File: config.mk
export PLATFORM = sky130hd
export DESIGN_NAME = sensor_calibration_interpolator_unit
export DESIGN_NICKNAME = d
export VERILOG_FILES = /design/src/scal_pkg.sv /design/src/scal_div.sv /design/src/sensor_calibration_interpolator_unit.sv
export SDC_FILE = /design/constraint.sdc
export NUM_CORES = 2
export LEC_CHECK = 0
export BUFFER_PORTS_ARGS = -buffer_cell sky130_fd_sc_hd__buf_2
export CAP_MARGIN = 20
export CORE_ASPECT_RATIO = 0.6
export CORE_MARGIN = 2
export CORE_UTILIZATION = 45
export CTS_CLUSTER_SIZE = 25
export DETAILED_ROUTE_END_ITERATION = 10
export PLACE_DENSITY = 0.57
export SLEW_MARGIN = 25
export SYNTH_ARGS = -nofsm -noshare
export SYNTH_HDL_FRONTEND = slang
export SYNTH_SLANG_ARGS = --single-unit
File: constraint.sdc
create_clock -name clk -period 9.6 [get_ports clk]
set_input_delay 0.48 -clock clk [delete_from_list [all_inputs] [get_ports clk]]
set_output_delay 0.48 -clock clk [all_outputs]
set_load 0.02 [all_outputs]
File: src/scal_pkg.sv
// shared types and codes for the sensor calibration interpolator
// command and status codes, transaction structs and default sizes
// no dependencies
`default_nettype none

package scal_pkg;

  localparam int DEF_POINTS   = 16;
  localparam int DEF_RAW_BITS = 12;
  localparam int ANGLE_W      = 16;

  localparam logic [1:0] CMD_CLEAR   = 2'd0;
  localparam logic [1:0] CMD_INSERT  = 2'd1;
  localparam logic [1:0] CMD_CONVERT = 2'd2;

  localparam logic [2:0] ST_INTERP  = 3'd0;
  localparam logic [2:0] ST_LOW     = 3'd1;
  localparam logic [2:0] ST_HIGH    = 3'd2;
  localparam logic [2:0] ST_EMPTY   = 3'd3;
  localparam logic [2:0] ST_STORED  = 3'd4;
  localparam logic [2:0] ST_FULL    = 3'd5;
  localparam logic [2:0] ST_CLEARED = 3'd6;

  localparam logic signed [ANGLE_W-1:0] EMPTY_ANGLE = -16'sd64;

  typedef struct packed {
    logic [1:0]                command;
    logic                      channel;
    logic [11:0]               raw_sample;
    logic signed [ANGLE_W-1:0] point_angle;
  } in_item_t;

  typedef struct packed {
    logic signed [ANGLE_W-1:0] angle;
    logic [2:0]                status;
  } out_item_t;

endpackage

`default_nettype wire

File: src/scal_div.sv
// iterative unsigned restoring divider, one quotient bit per cycle
// requires num < den * 2**Q_W; no package dependency
`default_nettype none

module scal_div #(
  parameter int NUM_W = 28,
  parameter int DEN_W = 12,
  parameter int Q_W   = 17
) (
  input  wire logic             clk,
  input  wire logic             rst_n,
  input  wire logic             start,
  input  wire logic [NUM_W-1:0] num,
  input  wire logic [DEN_W-1:0] den,
  output logic                  done,
  output logic [Q_W-1:0]        quot
);

  localparam int CW = $clog2(Q_W + 1);

  logic [DEN_W-1:0] rem_r;
  logic [DEN_W-1:0] den_r;
  logic [Q_W-1:0]   q_r;
  logic [CW-1:0]    cnt_r;
  logic             run_r;
  logic             done_r;

  logic [DEN_W:0] shifted;
  logic [DEN_W:0] diff;
  logic           ge;

  assign shifted = {rem_r, q_r[Q_W-1]};
  assign diff    = shifted - {1'b0, den_r};
  assign ge      = !diff[DEN_W];

  always_ff @(posedge clk) begin
    if (!rst_n) begin
      run_r  <= 1'b0;
      done_r <= 1'b0;
      cnt_r  <= '0;
    end else begin
      done_r <= 1'b0;
      if (start) begin
        run_r <= 1'b1;
        cnt_r <= CW'(Q_W);
      end else if (run_r) begin
        cnt_r <= cnt_r - 1'b1;
        if (cnt_r == CW'(1)) begin
          run_r  <= 1'b0;
          done_r <= 1'b1;
        end
      end
    end
  end

  // high numerator bits seed the remainder, they are already below den
  always_ff @(posedge clk) begin
    if (start) begin
      rem_r <= DEN_W'(num >> Q_W);
      q_r   <= num[Q_W-1:0];
      den_r <= den;
    end else if (run_r) begin
      rem_r <= ge ? diff[DEN_W-1:0] : shifted[DEN_W-1:0];
      q_r   <= {q_r[Q_W-2:0], ge};
    end
  end

  assign done = done_r;
  assign quot = q_r;

endmodule

`default_nettype wire

File: src/sensor_calibration_interpolator_unit.sv
// top level of the two-channel calibration interpolator
// table memory, command sequencer and interpolation datapath
// depends on scal_pkg and scal_div
`default_nettype none

// Usage: a command transaction (in_item) is taken at a rising edge where
// start is high and busy is low. Commands: clear both tables, insert a
// (raw, angle) point into one channel's sorted table, or convert a raw
// reading to an angle. Every command but the unused code gives exactly one
// result, shown on out_item for a single cycle with out_valid high; the
// receiver cannot hold it off. busy is low again in that same cycle.
// Both tables share one single-port-read memory of 2*POINTS_PER_CHANNEL
// entries with a registered read; the sequencer walks it one entry a cycle.
// Clear, full insert, empty convert and first point insert answer without
// a memory read. Insert reads each point that it moves up, one memory read
// per point. Convert reads the first point and clamps low on it, else reads
// the last point and clamps high on it; an interpolated convert then scans
// the memory and waits for the 17-step iterative divider.
// One command is in flight at a time. Reset empties both tables through the
// point counts; the memory itself is not cleared.
module sensor_calibration_interpolator_unit
  import scal_pkg::*;
#(
  parameter int POINTS_PER_CHANNEL = DEF_POINTS,
  parameter int RAW_BITS           = DEF_RAW_BITS
) (
  input  wire logic      clk,
  input  wire logic      rst_n,
  input  wire logic      start,
  output logic           busy,
  input  wire in_item_t  in_item,
  output logic           out_valid,
  output out_item_t      out_item
);

  localparam int P      = POINTS_PER_CHANNEL;
  localparam int DEPTH  = 2 * P;
  localparam int ADDR_W = $clog2(DEPTH);
  localparam int IDX_W  = $clog2(P);
  localparam int CNT_W  = $clog2(P + 1);
  localparam int DA_W   = ANGLE_W + 1;
  localparam int PROD_W = RAW_BITS + 1 + DA_W;
  localparam int NUM_W  = RAW_BITS + ANGLE_W;
  localparam int Q_W    = ANGLE_W + 1;
  localparam int SUM_W  = ANGLE_W + 2;

  localparam logic [2:0] S_IDLE     = 3'd0;
  localparam logic [2:0] S_INS      = 3'd1;
  localparam logic [2:0] S_INS_PUT  = 3'd2;
  localparam logic [2:0] S_CV_FIRST = 3'd3;
  localparam logic [2:0] S_CV_LAST  = 3'd4;
  localparam logic [2:0] S_CV_SCAN  = 3'd5;
  localparam logic [2:0] S_CV_MUL   = 3'd6;
  localparam logic [2:0] S_CV_DIV   = 3'd7;

  typedef struct packed {
    logic [RAW_BITS-1:0]       raw;
    logic signed [ANGLE_W-1:0] angle;
  } ent_t;

  function automatic logic [ADDR_W-1:0] ent_addr(input logic ch,
                                                 input logic [IDX_W-1:0] idx);
    ent_addr = (ch ? ADDR_W'(P) : '0) + ADDR_W'(idx);
  endfunction

  // table memory
  ent_t              mem [DEPTH];
  ent_t              rd_data_r;
  logic              rd_en;
  logic [ADDR_W-1:0] rd_addr;
  logic              we;
  logic [ADDR_W-1:0] wa;
  ent_t              wd;

  always_ff @(posedge clk) begin
    if (we) mem[wa] <= wd;
    if (rd_en) rd_data_r <= mem[rd_addr];
  end

  // control registers
  logic [2:0]       state_r, state_nxt;
  logic [CNT_W-1:0] cnt_r [2];
  logic [CNT_W-1:0] cnt_nxt [2];
  logic             out_valid_r, out_valid_nxt;

  // payload registers
  logic                      ch_r, ch_nxt;
  logic [RAW_BITS-1:0]       raw_r, raw_nxt;
  logic signed [ANGLE_W-1:0] ang_r, ang_nxt;
  logic [CNT_W-1:0]          n_r, n_nxt;
  logic [IDX_W-1:0]          idx_r, idx_nxt;
  ent_t                      prev_r, prev_nxt;
  logic signed [PROD_W-1:0]  prod_r, prod_nxt;
  logic [RAW_BITS-1:0]       den_r, den_nxt;
  logic signed [ANGLE_W-1:0] a0_r, a0_nxt;
  out_item_t                 out_item_r, out_item_nxt;

  // interpolation datapath
  logic signed [RAW_BITS:0] dr;
  logic signed [DA_W-1:0]   da;
  logic signed [PROD_W-1:0] prod_calc;
  logic [NUM_W-1:0]         mag;
  logic                     div_start;
  logic                     div_done;
  logic [Q_W-1:0]           div_q;
  logic signed [SUM_W-1:0]  qx;
  logic signed [SUM_W-1:0]  sum;

  assign dr        = {1'b0, raw_r - prev_r.raw};
  assign da        = {rd_data_r.angle[ANGLE_W-1], rd_data_r.angle}
                   - {prev_r.angle[ANGLE_W-1], prev_r.angle};
  assign prod_calc = dr * da;
  assign mag       = prod_r[PROD_W-1] ? NUM_W'(-prod_r) : NUM_W'(prod_r);
  assign qx        = SUM_W'(div_q);
  // truncation toward zero: divide the magnitude, then restore the sign
  assign sum       = {{2{a0_r[ANGLE_W-1]}}, a0_r}
                   + (prod_r[PROD_W-1] ? -qx : qx);

  scal_div #(
    .NUM_W (NUM_W),
    .DEN_W (RAW_BITS),
    .Q_W   (Q_W)
  ) u_div (
    .clk   (clk),
    .rst_n (rst_n),
    .start (div_start),
    .num   (mag),
    .den   (den_r),
    .done  (div_done),
    .quot  (div_q)
  );

  always_comb begin
    logic                ch_in;
    logic [RAW_BITS-1:0] raw_in;
    logic [CNT_W-1:0]    n_in;
    ch_in         = in_item.channel;
    raw_in        = RAW_BITS'(in_item.raw_sample);
    n_in          = cnt_r[ch_in];
    state_nxt     = state_r;
    cnt_nxt       = cnt_r;
    out_valid_nxt = 1'b0;
    out_item_nxt  = '0;
    ch_nxt        = ch_r;
    raw_nxt       = raw_r;
    ang_nxt       = ang_r;
    n_nxt         = n_r;
    idx_nxt       = idx_r;
    prev_nxt      = prev_r;
    prod_nxt      = prod_r;
    den_nxt       = den_r;
    a0_nxt        = a0_r;
    rd_en         = 1'b0;
    rd_addr       = '0;
    we            = 1'b0;
    wa            = '0;
    wd            = '0;
    div_start     = 1'b0;

    unique case (state_r)
      S_IDLE: begin
        if (start) begin
          ch_nxt  = ch_in;
          raw_nxt = raw_in;
          ang_nxt = in_item.point_angle;
          n_nxt   = n_in;
          unique case (in_item.command)
            CMD_CLEAR: begin
              cnt_nxt[0]          = '0;
              cnt_nxt[1]          = '0;
              out_valid_nxt       = 1'b1;
              out_item_nxt.status = ST_CLEARED;
            end
            CMD_INSERT: begin
              if (n_in == CNT_W'(P)) begin
                out_valid_nxt       = 1'b1;
                out_item_nxt.status = ST_FULL;
              end else if (n_in == '0) begin
                we                  = 1'b1;
                wa                  = ent_addr(ch_in, '0);
                wd.raw              = raw_in;
                wd.angle            = in_item.point_angle;
                cnt_nxt[ch_in]      = CNT_W'(1);
                out_valid_nxt       = 1'b1;
                out_item_nxt.status = ST_STORED;
              end else begin
                rd_en     = 1'b1;
                idx_nxt   = IDX_W'(n_in - 1'b1);
                rd_addr   = ent_addr(ch_in, IDX_W'(n_in - 1'b1));
                state_nxt = S_INS;
              end
            end
            CMD_CONVERT: begin
              if (n_in == '0) begin
                out_valid_nxt       = 1'b1;
                out_item_nxt.angle  = EMPTY_ANGLE;
                out_item_nxt.status = ST_EMPTY;
              end else begin
                rd_en     = 1'b1;
                rd_addr   = ent_addr(ch_in, '0);
                state_nxt = S_CV_FIRST;
              end
            end
            default: begin
            end
          endcase
        end
      end
      // walk down from the last point, moving larger keys up one slot
      S_INS: begin
        we = 1'b1;
        wa = ent_addr(ch_r, idx_r + 1'b1);
        if (rd_data_r.raw > raw_r) begin
          wd = rd_data_r;
          if (idx_r == '0) begin
            state_nxt = S_INS_PUT;
          end else begin
            rd_en   = 1'b1;
            idx_nxt = idx_r - 1'b1;
            rd_addr = ent_addr(ch_r, idx_r - 1'b1);
          end
        end else begin
          wd.raw              = raw_r;
          wd.angle            = ang_r;
          cnt_nxt[ch_r]       = n_r + 1'b1;
          out_valid_nxt       = 1'b1;
          out_item_nxt.status = ST_STORED;
          state_nxt           = S_IDLE;
        end
      end
      S_INS_PUT: begin
        we                  = 1'b1;
        wa                  = ent_addr(ch_r, '0);
        wd.raw              = raw_r;
        wd.angle            = ang_r;
        cnt_nxt[ch_r]       = n_r + 1'b1;
        out_valid_nxt       = 1'b1;
        out_item_nxt.status = ST_STORED;
        state_nxt           = S_IDLE;
      end
      S_CV_FIRST: begin
        if (raw_r <= rd_data_r.raw) begin
          out_valid_nxt       = 1'b1;
          out_item_nxt.angle  = rd_data_r.angle;
          out_item_nxt.status = ST_LOW;
          state_nxt           = S_IDLE;
        end else begin
          prev_nxt  = rd_data_r;
          rd_en     = 1'b1;
          rd_addr   = ent_addr(ch_r, IDX_W'(n_r - 1'b1));
          state_nxt = S_CV_LAST;
        end
      end
      S_CV_LAST: begin
        if (raw_r >= rd_data_r.raw) begin
          out_valid_nxt       = 1'b1;
          out_item_nxt.angle  = rd_data_r.angle;
          out_item_nxt.status = ST_HIGH;
          state_nxt           = S_IDLE;
        end else begin
          rd_en     = 1'b1;
          idx_nxt   = IDX_W'(1);
          rd_addr   = ent_addr(ch_r, IDX_W'(1));
          state_nxt = S_CV_SCAN;
        end
      end
      // raw lies strictly inside the table, so the scan always ends
      S_CV_SCAN: begin
        if (raw_r <= rd_data_r.raw) begin
          prod_nxt  = prod_calc;
          den_nxt   = rd_data_r.raw - prev_r.raw;
          a0_nxt    = prev_r.angle;
          state_nxt = S_CV_MUL;
        end else begin
          prev_nxt = rd_data_r;
          rd_en    = 1'b1;
          idx_nxt  = idx_r + 1'b1;
          rd_addr  = ent_addr(ch_r, idx_r + 1'b1);
        end
      end
      S_CV_MUL: begin
        div_start = 1'b1;
        state_nxt = S_CV_DIV;
      end
      S_CV_DIV: begin
        if (div_done) begin
          out_valid_nxt       = 1'b1;
          out_item_nxt.angle  = ANGLE_W'(sum);
          out_item_nxt.status = ST_INTERP;
          state_nxt           = S_IDLE;
        end
      end
      default: begin
        state_nxt = S_IDLE;
      end
    endcase
  end

  always_ff @(posedge clk) begin
    if (!rst_n) begin
      state_r     <= S_IDLE;
      cnt_r[0]    <= '0;
      cnt_r[1]    <= '0;
      out_valid_r <= 1'b0;
    end else begin
      state_r     <= state_nxt;
      cnt_r       <= cnt_nxt;
      out_valid_r <= out_valid_nxt;
    end
  end

  always_ff @(posedge clk) begin
    ch_r       <= ch_nxt;
    raw_r      <= raw_nxt;
    ang_r      <= ang_nxt;
    n_r        <= n_nxt;
    idx_r      <= idx_nxt;
    prev_r     <= prev_nxt;
    prod_r     <= prod_nxt;
    den_r      <= den_nxt;
    a0_r       <= a0_nxt;
    out_item_r <= out_item_nxt;
  end

  assign busy      = (state_r != S_IDLE);
  assign out_valid = out_valid_r;
  assign out_item  = out_item_r;

  a_cnt_bound: assert property (@(posedge clk) disable iff (!rst_n)
    cnt_r[0] <= CNT_W'(P) && cnt_r[1] <= CNT_W'(P))
    else $error("point count above table size");

  a_div_done_state: assert property (@(posedge clk) disable iff (!rst_n)
    div_done |-> state_r == S_CV_DIV)
    else $error("divider finished outside convert");

  a_rw_distinct: assert property (@(posedge clk) disable iff (!rst_n)
    (we && rd_en) |-> wa != rd_addr)
    else $error("memory read and write hit the same entry");

  a_strobe_idle: assert property (@(posedge clk) disable iff (!rst_n)
    out_valid_r |-> state_r == S_IDLE)
    else $error("result strobe while a transaction is still running");

endmodule

`default_nettype wire
==> impl_metrics.py <==
metrics = {
    "synth": {
        "synthXorXnorAreaFrac_pct": 2.30,
        "syn_inst": 4735,
        "synth_seq_cells": 1128,
        "synth_top_family_by_area": "simple AND/OR/NAND/NOR gates",
        "synth_simple_gate_area_share_pct": 14.1,
        "synth-async-reset-ratio_pct": 0,
        "muxShareOfSynthArea_pct": 1.74,
        "syn_area_mm2": 0.0559,
        "synthAdderAreaFrac_pct": 10.5,
        "syn_nets": 5123,
        "yosys_warnings": 0,
        "ys_seq_area_share_pct": 59.9,
        "ys_types": 83,
        "synth_compound_area_share_pct": 7.26,
        "avgSynthCellArea_um2": 11.8,
        "synth_edf_count": 1087,
        "ys.flop_type": "edfxtp_1",
    },
    "place": {
        "dp_hpwl_um": 103000,
        "port_buffers": 54,
        "gp_congestion": 0.899,
        "place_area_mm2": 0.0585,
    },
    "route": {
        "drtPass1Iterations": 6,
        "wl_met1_um": 76600,
        "highest-signal-layer": "met4",
        "vias": 37178,
        "postRouteAntennaNets": 0,
        "dr_wl_met2_um": 61800,
        "viasPerCell": 5.70,
        "drt-total-wl_um": 162000,
        "drc": 0,
        "routedWlPerCell_um": 24.8,
        "met3WireLength_um": 19000,
        "drt-initial-drc-count": 4598,
    },
    "grt": {
        "grt_pass1_wl_um": 238000,
        "antenna_found_initial": 6,
        "grt_overflow_total": 0,
        "grt_pass1_vias": 34845,
        "grt_max_degree": 148,
        "track_usage_pct": 25.5,
    },
    "sta": {
        "fmax_mhz": 115,
        "finalCritPeriodShare_pct": 90.9,
        "relSlewSlack_pct": 4.92,
        "skew_ns": 0.0278,
        "timing.final.crit_period_ns": 8.73,
        "hold_viol": 0,
        "rsz0062_at_grt": "false",
        "tns_ns": 0,
        "setup_violations": 0,
        "slew_violations": 0,
        "tightest_slew_ns": 1.42,
    },
    "critical_path": {
        "r2r-start": "rd_data_r[1]$_DFFE_PP_",
        "crit_slowest_cell": "fa_1",
        "reg2reg_to": "prod_r[26]$_DFFE_PP_",
        "critPathKind": "flip-flop to flip-flop",
        "endpoint_kind": "flip-flop",
        "rr_worst_depth": 30,
        "startpoint_type": "flip-flop",
        "cp_data_arrival_time_ns": 9.21,
        "critPathMaxFanout": 10,
        "reg2reg_slack_ns": 0.87,
        "crit_top_cell": "fa_1",
        "worstPathRequired_ns": 10.08,
        "critPathMaxStageDelay_ns": 0.54,
    },
    "clock_network": {
        "numCtsBuffers": 104,
        "clock_path_buffers": 3,
        "cts_tree": "done",
        "clk_pin_slew_worst_paths_ns": 0.07,
        "cts_root_buf": "clkbuf_16",
        "cts_resized": 0,
        "h-tree-depth": 3,
        "clock_sinks": 1128,
        "post-cts-setup-buffers": 0,
        "clk_latency_ns": 0.74,
    },
    "die": {
        "dieArea_mm2": 0.127,
        "num_rows": 100,
        "fp.dieH_um": 277,
        "die_width_um": 459,
        "core_area_mm2": 0.124,
        "pin_count": 55,
        "start_util_pct": 45.2,
    },
    "run_status": {
        "status": "finished, final reports clean",
    },
    "min_path": {
        "hold_path_end": "ang_r[0]$_DFFE_PP_",
        "min_from": "in_item[0]",
        "hold_depth": 1,
        "hold_path_class": "primary input to flip-flop",
    },
    "final_layout": {
        "stdcell_area_mm2": 0.0620,
        "drive_gt1_share_pct": 7.55,
        "syn_to_final_growth_pct": 11.1,
        "nets": 5200,
        "seq_area_mm2": 0.0335,
        "final_cell_mix": "edfxtp_1 (1087), nand2_1 (1014), inv_1 (398)",
        "multiInputGateArea_mm2": 0.0205,
        "nFillCells": 10850,
        "final_common_cell": "edfxtp_1",
    },
    "run": {
        "maxCapViolCount": 0,
    },
}
[synth_stat cells (64+ instances only)]
cell type | count | area share (%)
xnor2_1 | 94 | 1.5
nand2_1 | 1015 | 6.8
ha_1 | 161 | 3.6
nor2_1 | 206 | 1.4
o21ai_0 | 94 | 0.84
fa_1 | 193 | 6.9
edfxtp_1 | 1087 | 58
inv_1 | 399 | 2.7
nand3_1 | 299 | 2.7
clkbuf_1 | 146 | 0.98
a21oi_1 | 138 | 1.2
mux2i_1 | 94 | 1.7
and3_1 | 64 | 0.72
[timing repair]
action,in CTS,in global routing
hold endpoints to repair,26,0
hold buffers,26,0
setup endpoints to repair,0,0
[sequential cells by signal (all words and copies together), names as in the netlist]
register     count
out_item        19
ang_r           16
prev_r          28
state_r          3
prod_r          29
u_div.rem_r     12
u_div.den_r     12
idx_r            4
out_valid        1
a0_r            16
u_div.cnt_r      5
u_div.run_r      1
rd_data_r       28
den_r           12
n_r              5
u_div.done       1
mem            896
u_div.quot      17
ch_r             1
cnt_r           10
raw_r           12
[critical path, delay by kind of cell (launching register included)]
kind                       cells  cell delay (ns)
adders and majority gates      7             3.21
AOI/OAI and AO/OA             11             2.72
and+or+nand+nor                5             1.28
DFF                            1             0.47
buffers and inverters          5             0.39
muxes                          1             0.28
xor gates and xnor gates       1             0.08
[cell type report]
| class | instances | share of cell area, % |
|---|---|---|
| clock buffer | 137 | 4.51 |
| timing repair buffer | 177 | 2.08 |
| inverter | 400 | 2.42 |
| tap | 1632 | 3.29 |
| antenna | 3 | 0.0121 |
| multi-input combinational | 3001 | 33.0 |
| clock inverter | 42 | 0.764 |
| sequential | 1128 | 53.9 |
[per-stage QoR]
| stage | cells | util (%) | hold slack (ns) | setup WS [ns] |
|---|---|---|---|---|
| 5_1_grt | 6518 | 50.2 | 0.0177 | 0.186 |
| 6_report | 6520 | 50.2 | 0.0372 | 0.874 |
| 2_1_floorplan | 4735 | - | 0.400 | 2.12 |
| 3_3_place_gp | 6311 | 47.3 | 0.405 | 1.14 |
| 4_1_cts | 6516 | 50.2 | 0.0197 | 0.970 |
| 3_5_place_dp | 6311 | 47.3 | 0.406 | 1.01 |
[worst max path at each step]
stage	startpoint	end
after detailed placement	rd_data_r[1]$_DFFE_PP_	prod_r[26]$_DFFE_PP_
final	rd_data_r[1]$_DFFE_PP_	prod_r[26]$_DFFE_PP_
after floorplan	rd_data_r[0]$_DFFE_PP_	prod_r[29]$_DFFE_PP_
after global routing	rd_data_r[1]$_DFFE_PP_	prod_r[26]$_DFFE_PP_
after CTS	rd_data_r[1]$_DFFE_PP_	prod_r[26]$_DFFE_PP_
after global placement	rd_data_r[1]$_DFFE_PP_	prod_r[26]$_DFFE_PP_
[metal layers]
layer	GRT usage (%)	vias to the layer above
li1	-	16846
met5	0	-
met1	41.4	18433
met2	32.5	1691
met3	7.54	208
met4	6.49	0
[kinds of logic (layout without fill, tap and decap cells)]
logic type,Yosys count,in the layout
AOI/OAI and AO/OA,598,598
xor gates and xnor gates,147,147
adders and majority gates,354,354
buffers and inverters,606,756
DFF,1128,1128
muxes,97,97
other,0,3
and+or+nand+nor,1805,1805
Power is not shown: default switching activity piles up to over one toggle a cycle in this logic, so the estimate is an artifact.
